## src/hw/rtl/lfms_pkg.sv

```systemverilog
// Shared types, sizes and codes for the leftmost-fill multi-stack block.
// No dependencies; the controller, datapath, top and bench files import this package.
package lfms_pkg;

   localparam int NUM_STACKS  = 16;
   localparam int STACK_DEPTH = 16;

   localparam int KIND_W   = 2;
   localparam int WORD_W   = 32;
   localparam int INDEX_W  = 4;
   localparam int STATUS_W = 2;
   localparam int TOUCH_W  = 4;
   localparam int CAP_W    = 5;

   localparam int STORE_DEPTH = NUM_STACKS * STACK_DEPTH;
   localparam int ADDR_W      = (STORE_DEPTH > 1) ? $clog2(STORE_DEPTH) : 1;
   localparam int STK_W       = (NUM_STACKS > 1) ? $clog2(NUM_STACKS) : 1;
   localparam int CNT_W       = $clog2(STACK_DEPTH + 1);

   localparam logic [CAP_W-1:0] CAP_RESET = CAP_W'(16);

   typedef enum logic [KIND_W-1:0] {
      KIND_PUSH   = 2'd0,
      KIND_POP    = 2'd1,
      KIND_POP_AT = 2'd2
   } kind_type;

   typedef enum logic [STATUS_W-1:0] {
      STAT_DONE  = 2'd0,
      STAT_EMPTY = 2'd1,
      STAT_FULL  = 2'd2
   } status_type;

   typedef enum logic [1:0] {
      S_IDLE,
      S_SELECT,
      S_ACCESS,
      S_RESPOND
   } state_type;

   // Commands from the controller to the datapath.
   typedef struct packed {
      logic load;
      logic select;
      logic access;
      logic respond;
   } cmd_type;

endpackage

```

## src/hw/rtl/lfms_ctrl.sv

```systemverilog
// Sequencer for the multi-stack: walks each beat through select, access
// and respond. Depends on lfms_pkg.
module lfms_ctrl (
   input  logic              clock,
   input  logic              reset,
   input  logic              start,
   output logic              busy,
   output lfms_pkg::cmd_type cmd
);
   import lfms_pkg::*;

   state_type state_ff;
   state_type state_in;
   logic      accept;

   assign accept = start && !busy;

   always_ff @(posedge clock) begin
      if (reset) begin
         state_ff <= S_IDLE;
      end else begin
         state_ff <= state_in;
      end
   end

   always_comb begin
      state_in = state_ff;
      case (state_ff)
         S_IDLE:    if (start) state_in = S_SELECT;
         S_SELECT:  state_in = S_ACCESS;
         S_ACCESS:  state_in = S_RESPOND;
         S_RESPOND: state_in = start ? S_SELECT : S_IDLE;
         default:   state_in = S_IDLE;
      endcase
   end

   // A new beat may enter while the previous result is on the strobe.
   always_comb begin
      busy        = 1'b0;
      cmd.select  = 1'b0;
      cmd.access  = 1'b0;
      cmd.respond = 1'b0;
      case (state_ff)
         S_IDLE:    busy = 1'b0;
         S_SELECT:  begin busy = 1'b1; cmd.select = 1'b1; end
         S_ACCESS:  begin busy = 1'b1; cmd.access = 1'b1; end
         S_RESPOND: cmd.respond = 1'b1;
         default:   busy = 1'b0;
      endcase
      cmd.load = accept;
   end

   a_load_then_select: assert property (@(posedge clock) disable iff (reset)
      cmd.load |=> cmd.select)
      else $error("accepted beat did not enter select");

   a_select_then_access: assert property (@(posedge clock) disable iff (reset)
      cmd.select |=> cmd.access)
      else $error("select not followed by access");

   a_access_then_respond: assert property (@(posedge clock) disable iff (reset)
      cmd.access |=> cmd.respond)
      else $error("access not followed by respond");

   a_one_step: assert property (@(posedge clock) disable iff (reset)
      $onehot0({cmd.select, cmd.access, cmd.respond}))
      else $error("more than one step active");

endmodule

```

## config.mk

```make
export PLATFORM = sky130hd
export DESIGN_NAME = lfms_ctrl
export DESIGN_NICKNAME = d
export VERILOG_FILES = /design/src/hw/rtl/lfms_pkg.sv /design/src/hw/rtl/lfms_ctrl.sv
export SDC_FILE = /design/constraint.sdc
export NUM_CORES = 1
export LEC_CHECK = 0
export ABC_AREA = 1
export ABC_CLOCK_PERIOD_IN_PS = 1400
export BUFFER_PORTS_ARGS = -buffer_cell sky130_fd_sc_hd__buf_4
export CORE_AREA = 2 2 39 41
export CTS_CLUSTER_DIAMETER = 80
export DETAILED_ROUTE_END_ITERATION = 6
export DIE_AREA = 0 0 41 43
export REMOVE_ABC_BUFFERS = 1
export SLEW_MARGIN = 20
export SYNTH_ARGS = -nofsm -noshare
export SYNTH_HDL_FRONTEND = slang
export SYNTH_SLANG_ARGS = --single-unit
```

## constraint.sdc

```tcl
create_clock -name clock -period 1.4 [get_ports clock]
set_input_delay 0.28 -clock clock [delete_from_list [all_inputs] [get_ports clock]]
set_output_delay 0.28 -clock clock [all_outputs]
set_load 0.02 [all_outputs]
```

==> results.cfg, run 1 <==
[run_status]
status = complete, no violations

[clock_tree]
clkTransAtPathRegs_ps = 30
cts_tree = built
cts_made_buffers = 3
clockBufferDepth = 2
root_buffer = clkbuf_4
clkSinkCount = 2
htree_levels = 1
clock_latency_ps = 220

[sta]
fin_crit_ps = 1358
clock_skew_ps = 1.416
tightest_slew_ps = 106.3
fin_ws_ps = 41.69
rsz0062_at_grt = no
fmax_mhz = 736.2
final.period_utilization = 0.9702
hold_viol_final = 0
setup_tns_ps = 0
finalSetupViolations = 0
slew_headroom = 0.9291
maxSlewViolCount = 0

[route]
drt_iter0_drc = 2
ant_nets = 0
wl_per_cell_um = 7.373
firstDrtPassIters = 2
via_per_inst = 3.431
drt_wl_total_um = 376
drc = 0
dr_total_vias = 175

[worst_hold_path]
hp-class = in2reg

[floorplanning]
rows = 14
pin_count = 8
die-area_mm2 = 0.001763
floorplan.die.width_um = 41
start_util = 0.1302
die_h_um = 43
core-area_mm2 = 0.001384

[pwr]
ir_drop_mv = 0.4882
finalPower_uw = 761.1
power.clock.fraction = 0.165
pwr-share-seq = 0.141
swShare = 0.4406
combPwrFrac = 0.694
p_per_area_mw_per_mm2 = 2556
internal_power_uw = 425.8
leakage_uw = 0.0001554
switchingPower_uw = 335.3

[setup_path]
path_class = reg2out
crit_end = cmd[3]
r2r-end = state_ff[0]$_SDFFE_PP0P_
endpoint_kind = primary output
startpoint = state_ff[0]$_SDFFE_PP0P_
cp.required_ps = 1120
worst_path_max_delay_cell = dfxtp_2
cp.arrival_ps = 1080
critPathMaxFanout = 4
r2r_cells = 6
critPathMaxStageDelay_ps = 320
r2r_slack_ps = 430
worstReg2RegStart = state_ff[0]$_SDFFE_PP0P_
startpoint_type = register
cp_cell_sequence = inv_2 -> ha_4 -> nor2_1 -> buf_4

[global_routing]
grt_pass1_vias = 144
grt_max_degree = 5
grt_pass1_wl_um = 545
grt_overflow = 0
antenna_found_initial = 0
track_usage = 0.05617

[final_layout]
area_growth_pct = 65.28
largest_register_ffs = 2
regMostFlops = state_ff
antennaDiodeCount = 0
top_regs = state_ff x2
nNetsFinal = 45
drive_above_1_share = 0.5714
utilization = 0.2152

[logic_synthesis]
synth_top_area_cell = ha_1
synth-seq-cells = 2
synth.top_cell.area_share = 0.3472
ys_types = 11
yosysSeqAreaShare = 0.2222
synth_cells = 24
synth.area.top_cells = ha_1 (35%), dfxtp_1 (22%), nand2_1 (15%), a21oi_2 (4.9%), buf_4 (4.2%)
syn_area_um2 = 180.2
synth_warnings = 0
synth.avg_cell_area_um2 = 7.507

[placed_design]
dpl.hpwl_um = 305.3
dp_slack_ps = 88.72
gp_congestion = 0.7643
io_buffers = 7

[job]
max_cap_violations = 0
==> critical path: cells and delay by family, from the launching register on <==
| family | cells | cell delay (ps) |
|---|---|---|
| simple gates | 1 | 100 |
| flops | 1 | 320 |
| fa+ha+maj | 1 | 240 |
| buf+inv | 2 | 200 |
==> power groups by stage <==
stage               logic (uW)  registers [uW]  clock network (uW)
floorplan                  305             113                   0
global placement           458             109                   0
detailed placement         460             110                   0
CTS                        534             105                 135
global route               576             109                 148
finish                     528             107                 126
==> area by class of cell <==
class / count / area (um2)
Fill cell: 162 / 1086
Multi-Input combinational cell: 17 / 130.1
Timing Repair Buffer: 9 / 67.56
Sequential cell: 2 / 42.54
Clock buffer: 3 / 22.52
Tap cell: 16 / 20.02
Inverter: 4 / 15.01
==> logic make-up after synthesis <==
| kind of cell | synth area share |
|---|---|
| flops | 0.2222 |
| simple gates | 0.2292 |
| fa+ha+maj | 0.3472 |
| compound gates | 0.07637 |
| buf+inv | 0.1250 |
==> worst min-delay path by stage <==
stage	start	end	slack, ps	cells past startpoint
detailed placement	reset	state_ff[0]$_SDFFE_PP0P_	450	2
finish	reset	state_ff[0]$_SDFFE_PP0P_	210	2
floorplan	reset	state_ff[0]$_SDFFE_PP0P_	340	1
global placement	reset	state_ff[0]$_SDFFE_PP0P_	450	2
CTS	reset	state_ff[0]$_SDFFE_PP0P_	210	2
global route	reset	state_ff[0]$_SDFFE_PP0P_	200	2
==> metal layers <==
metal	global-route usage	part of all wire	vias up	wire [um]
met1	0.05769	0.41	77	156
met5	0	0	-	0
met2	0.05313	0.51	4	193
met4	0.08000	0	0	0
met3	0.04712	0.069	0	26
li1	-	-	94	-
==> through the flow <==
stage          std cells  instance area [um2]  hold slack, ps
2_1_floorplan         23                172.7           342.4
3_3_place_gp          47                252.7           449.3
3_5_place_dp          47                252.7           452.7
4_1_cts               51                296.5           207.2
5_1_grt               51                297.8           196.3
6_report              51                297.8           213.9
==> placed cells by master, fill, tap and decap left out, drive strengths merged <==
master  Yosys  final
a21oi       2      2
clkbuf      0      3
nor2        1      1
nand3       1      1
nand2       8      8
buf         1      9
dfxtp       2      2
inv         4      4
ha          5      5
==> synth_stat cells, drive strengths merged <==
| cell | count |
|---|---|
| nand2 | 8 |
| ha | 5 |
| inv | 4 |
| a21oi | 2 |
| dfxtp | 2 |
| buf | 1 |
| nand3 | 1 |
| nor2 | 1 |
==> timing repair <==
action,in CTS,in global routing
hold buffers,0,0
resized for setup,3,1
endpoints found under the setup margin,2,1
buffers inserted,1,0
pin swaps,0,0
Note: power is estimated with default switching activity, not from simulation.
==> inputs of run 2 (changes only) <==
Settings changed: ABC_AREA 1 to default.
==> run 2 against run 1 <==
  * Area after synthesis shrank 8.3%
  * Total power grew 6.2%
  * Critical path depth stayed put
  * Non-clock buffer count is 1 higher
  * Setup slack lost 5.9 ps
  * Core utilization down 0.54 points
  * Critical path type unchanged
  * Via count down 5.7%
  * Combinational power up 8.1%
==> results.cfg, run 2 <==
[logic_synthesis]
synth_warnings = 0
yosys.area_share.adder = 0.3788
synth_compound_area_frac = 0.1288
synth_top_family_by_area = adder cells
synth.avg_cell_area_um2 = 9.715
synth.top_cell.area_share = 0.3788
synth_commonest_cells = ha_1 (5), dfxtp_1 (2), inv_1 (2)
async_reset_ff_frac = 0
synth_xor_area_frac = 0
yosys_most_used_dff = dfxtp_1
yosys.area_share.simple = 0.09848
synth_top_area_cell = ha_1
synth-seq-cells = 2
yosysMostFrequentCell = ha_1
syn_area_um2 = 165.2
synth_edf_count = 0
yosysSeqAreaShare = 0.2424
synth_cells = 17
synth.area.mux_share = 0.06061
synth.area.top_cells = ha_1 (38%), dfxtp_1 (24%), mux2i_1 (6.1%), a221oi_1 (5.3%), a211oi_1 (4.5%)
ys_types = 11

[worst_hold_path]
whs_endpoint = state_ff[1]$_SDFFE_PP0P_
whs_path_depth = 2
holdCritStartpoint = reset
hp-class = in2reg

[global_routing]
grt_pass1_wl_um = 641
antenna_found_initial = 0
grt_overflow = 0
grt_pass1_vias = 184
track_usage = 0.06106
grt_max_degree = 5

[sta]
final.period_utilization = 0.9745
whs_ps = 220.8
clock_skew_ps = 0.8399
fmax_mhz = 733.0
slew_headroom = 0.8404
setup_tns_ps = 0
tightest_slew_ps = 239.3
maxSlewViolCount = 0
fin_crit_ps = 1364
finalSetupViolations = 0
hold_viol_final = 0
rsz0062_at_grt = no

[final_layout]
nNetsFinal = 39
drive_above_1_share = 0.6207
area_growth_pct = 75.76
antennaDiodeCount = 0
top_regs = state_ff x2
largest_register_ffs = 2
instances_no_fill = 45
final_common_cell = buf_4
regMostFlops = state_ff
final_cell_mix = buf_4 (10), ha_1 (4), clkbuf_4 (3), inv_2 (2), dfxtp_2 (2)

[setup_path]
critPathMaxFanout = 4
cp.arrival_ps = 1080
path_class = reg2out
cp.required_ps = 1120
r2r-end = state_ff[0]$_SDFFE_PP0P_
r2r_slack_ps = 170
r2r_cells = 5
endpoint_kind = primary output
startpoint_type = register
worstReg2RegStart = state_ff[0]$_SDFFE_PP0P_

[floorplanning]
core-area_mm2 = 0.001384
rows = 14
start_util = 0.1193
floorplan.die.width_um = 41
die-area_mm2 = 0.001763
pin_count = 8
die_h_um = 43

[pwr]
p_per_area_mw_per_mm2 = 2784
leakage_uw = 0.0001431
swShare = 0.4347
internal_power_uw = 456.9
ir_drop_mv = 0.3861
pwr-share-seq = 0.138
combPwrFrac = 0.706
power.clock.fraction = 0.156
finalPower_uw = 808.1
switchingPower_uw = 351.3

[route]
firstDrtPassIters = 1
via_per_inst = 3.667
drc = 0
drt_iter0_drc = 0
ant_nets = 0
dr_total_vias = 165
wl_per_cell_um = 10.07
drt_wl_total_um = 453

[placed_design]
io_buffers = 7
placedCellCount = 41
gp_congestion = 0.5788

[clock_tree]
htree_levels = 1
clkTransAtPathRegs_ps = 30
cts_tree = built
root_buffer = clkbuf_4
clock_latency_ps = 220
cts-hold-fix-buffers = 0
clkSinkCount = 2
cts_made_buffers = 3
clockBufferDepth = 2

[job]
max_cap_violations = 0

[run_status]
status = complete, no violations
-- run 2: final cells by class --
type | count | area, um2
Clock buffer | 3 | 22.52
Tap cell | 16 | 20.02
Multi-Input combinational cell | 12 | 122.6
Timing Repair Buffer | 10 | 75.07
Fill cell | 157 | 1094
Sequential cell | 2 | 42.54
Inverter | 2 | 7.507
-- run 2: worst max-delay path by stage --
stage | to | startpoint | slack [ps] | cells after the start
2_1_floorplan | cmd[3] | state_ff[0]$_SDFFE_PP0P_ | -50 | 3
3_3_place_gp | cmd[3] | state_ff[0]$_SDFFE_PP0P_ | 140 | 4
3_5_place_dp | cmd[3] | state_ff[0]$_SDFFE_PP0P_ | 120 | 4
4_1_cts | cmd[1] | state_ff[0]$_SDFFE_PP0P_ | 0.6 | 4
5_1_grt | cmd[3] | state_ff[0]$_SDFFE_PP0P_ | 6 | 4
6_report | cmd[1] | state_ff[0]$_SDFFE_PP0P_ | 40 | 4
-- run 2: worst max-delay path, stage by stage (launching register included) --
cell,delay (ps)
dfxtp_2,320
inv_2,50
buf_4,140
ha_1,190
buf_4,150
-- run 2: kinds of logic after synthesis --
| logic type | after synthesis |
|---|---|
| buffers and inverters | 3 |
| adders and majority gates | 5 |
| DFF | 2 |
| muxes | 1 |
| AOI/OAI and AO/OA | 3 |
| and+or+nand+nor | 3 |
-- run 2: stage by stage --
stage / instance area, um2 / utilization / setup WS (ps)
floorplan: 157.7 / - / -54.83
global placement: 245.2 / 0.1772 / 136.5
detailed placement: 245.2 / 0.1772 / 120.0
CTS: 281.5 / 0.2034 / 0.6264
global route: 290.3 / 0.2098 / 5.618
finish: 290.3 / 0.2098 / 35.77
-- run 2: power by group through the flow --
| stage | clock (uW) | sequential [uW] | combinational, uW |
|---|---|---|---|
| floorplan | 0 | 111 | 300 |
| CTS | 137 | 115 | 533 |
| global placement | 0 | 107 | 478 |
| detailed placement | 0 | 107 | 495 |
| global route | 137 | 117 | 613 |
| finish | 126 | 112 | 571 |
-- run 2: what timing repair did --
action | CTS | global route
setup buffers | 0 | 1
gates cloned | 0 | 0
pin swaps | 0 | 0
gates resized for setup | 4 | 1
endpoints found under the setup margin | 3 | 2
-- run 2: per-layer routing --
layer  track usage  part of all wire  up-vias  wire (um)
met4       0.08000             0.013        0          6
met1       0.03503              0.30       78        135
li1              -                 -       81          -
met3       0.03141             0.062        2         28
met2        0.1000              0.62        4        282
met5             0                 0        -          0
==> inputs of run 3 (changes only) <==
Settings changed: ABC_CLOCK_PERIOD_IN_PS 1400 to 1350.
Clock period 1.4 ns to 1.35 ns, I/O delays scaled along.
==> run 3 against run 2 <==
  * Sequential share of layout area decreased by 1.3 points
  * Clock skew increased by 3.5 ps
  * Setup slack got worse by 23 ps
  * Flip-flop and latch count unchanged
  * Combinational power increased by 13%
  * Total power increased by 11%
  * Clock-buffer cell count unchanged
  * Hold slack about the same
  * Register-to-register slack about the same
==> results.cfg, run 3 (synthesis results as in run 2) <==
[run_status]
status = complete, no violations

[final_layout]
final_cell_mix = buf_4 (8), ha_2 (3), clkbuf_4 (3), buf_6 (3), dfxtp_2 (2)
top_regs = state_ff x2
final_common_cell = buf_4
nNetsFinal = 40
largest_register_ffs = 2
drive_above_1_share = 0.7333
area_growth_pct = 93.18
final_area_um2 = 319.1
instances_no_fill = 46
fill_cells = 151
antennaDiodeCount = 0
utilization = 0.2306
regMostFlops = state_ff

[pwr]
finalPower_uw = 893.6
leakage_uw = 0.0001461
ir_drop_mv = 0.6193
p_per_area_mw_per_mm2 = 2801

[setup_path]
r2r_slack_ps = 170
cp_cell_sequence = inv_4 -> ha_4 -> nor2b_1 -> buf_4
worst_path_max_delay_cell = dfxtp_2
startpoint_type = register
cp.arrival_ps = 1070
critPathMaxFanout = 3
critPathMaxStageDelay_ps = 330
endpoint_kind = primary output
critPathTopFamily = flip-flops
cp.required_ps = 1080
path_class = reg2out
critPathBufInv = 2

[global_routing]
grt_busiest_layer = met4
use_met2 = 0.08750
grt_pass1_vias = 165
grt_util_met3 = 0.03141
antenna_found_initial = 0
grt_max_degree = 5
grt_pass1_wl_um = 669
grt_overflow = 0
track_usage = 0.06607
use_met1 = 0.05414

[route]
dr_total_vias = 167
drt_wl_total_um = 440
wl_per_cell_um = 9.565
drc = 0
via_per_inst = 3.630
drt_iter0_drc = 0
firstDrtPassIters = 1
ant_nets = 0

[sta]
hold_viol_final = 0
fmax_mhz = 747.6
tightest_slew_ps = 278.6
final.period_utilization = 0.9909
maxSlewViolCount = 0
whs_ps = 220.5
slew_headroom = 0.8143
finalSetupViolations = 0
rsz0062_at_grt = yes
clock_skew_ps = 4.307
fin_crit_ps = 1338

[floorplanning]
floorplan.die.width_um = 41
die_h_um = 43
core-area_mm2 = 0.001384
die-area_mm2 = 0.001763
pin_count = 8
start_util = 0.1193
rows = 14

[clock_tree]
clkSinkCount = 2
root_buffer = clkbuf_4
cts_made_buffers = 3
clock_latency_ps = 220
clkTransAtPathRegs_ps = 30
clockBufferDepth = 2
cts_tree = built
htree_levels = 1

[placed_design]
placedCellCount = 41
gp_congestion = 0.6778
placed_area_um2 = 245.2
io_buffers = 7

[worst_hold_path]
hp-class = in2reg

[job]
max_cap_violations = 0
## run 3: cell types whose count changed in the layout (fill, tap and decap cells not counted), sizes merged
cell	delta
buf	+1
## run 3: what timing repair did
| action | CTS | global route |
|---|---|---|
| endpoints found under the setup margin | 3 | 3 |
| setup buffers | 1 | 1 |
| gates resized for setup | 4 | 8 |
| hold buffers | 0 | 0 |
| pin swaps | 0 | 1 |
## run 3: power breakdown
part	leakage [uW]	switching (uW)	total (uW)	internal (uW)
sequential	0.0000172	22.6	120	97.2
combinational	0.000115	321	645	324
clock	0.0000138	31.0	129	97.8
total	0.000146	375	894	519
## run 3: metal layers
metal  share of wire  up-vias
li1                -       83
met1            0.33       78
met2            0.60        4
met3           0.048        2
met4           0.023        0
met5               0        -
## run 3: worst paths after layout
kind,end,start,depth (start not counted)
hold reg to reg,state_ff[0]$_SDFFE_PP0P_,state_ff[0]$_SDFFE_PP0P_,3
setup / recovery,cmd[3],state_ff[1]$_SDFFE_PP0P_,4
setup reg to reg,state_ff[0]$_SDFFE_PP0P_,state_ff[1]$_SDFFE_PP0P_,5
hold / removal,state_ff[1]$_SDFFE_PP0P_,reset,2
## run 3: layout make-up
type                       count  area [um2]  area share
tap                           16       20.02     0.06275
sequential                     2       42.54      0.1333
timing repair buffer          11       93.84      0.2941
multi-input combinational     12       130.1      0.4078
clock buffer                   3       22.52     0.07059
inverter                       2       10.01     0.03137
## run 3: per-stage QoR
step	setup slack (ps)	setup TNS (ps)
2_1_floorplan	-94.83	-94.83
3_3_place_gp	104.3	0
3_5_place_dp	94.76	0
4_1_cts	2.981	0
5_1_grt	-43.53	-43.53
6_report	12.33	0
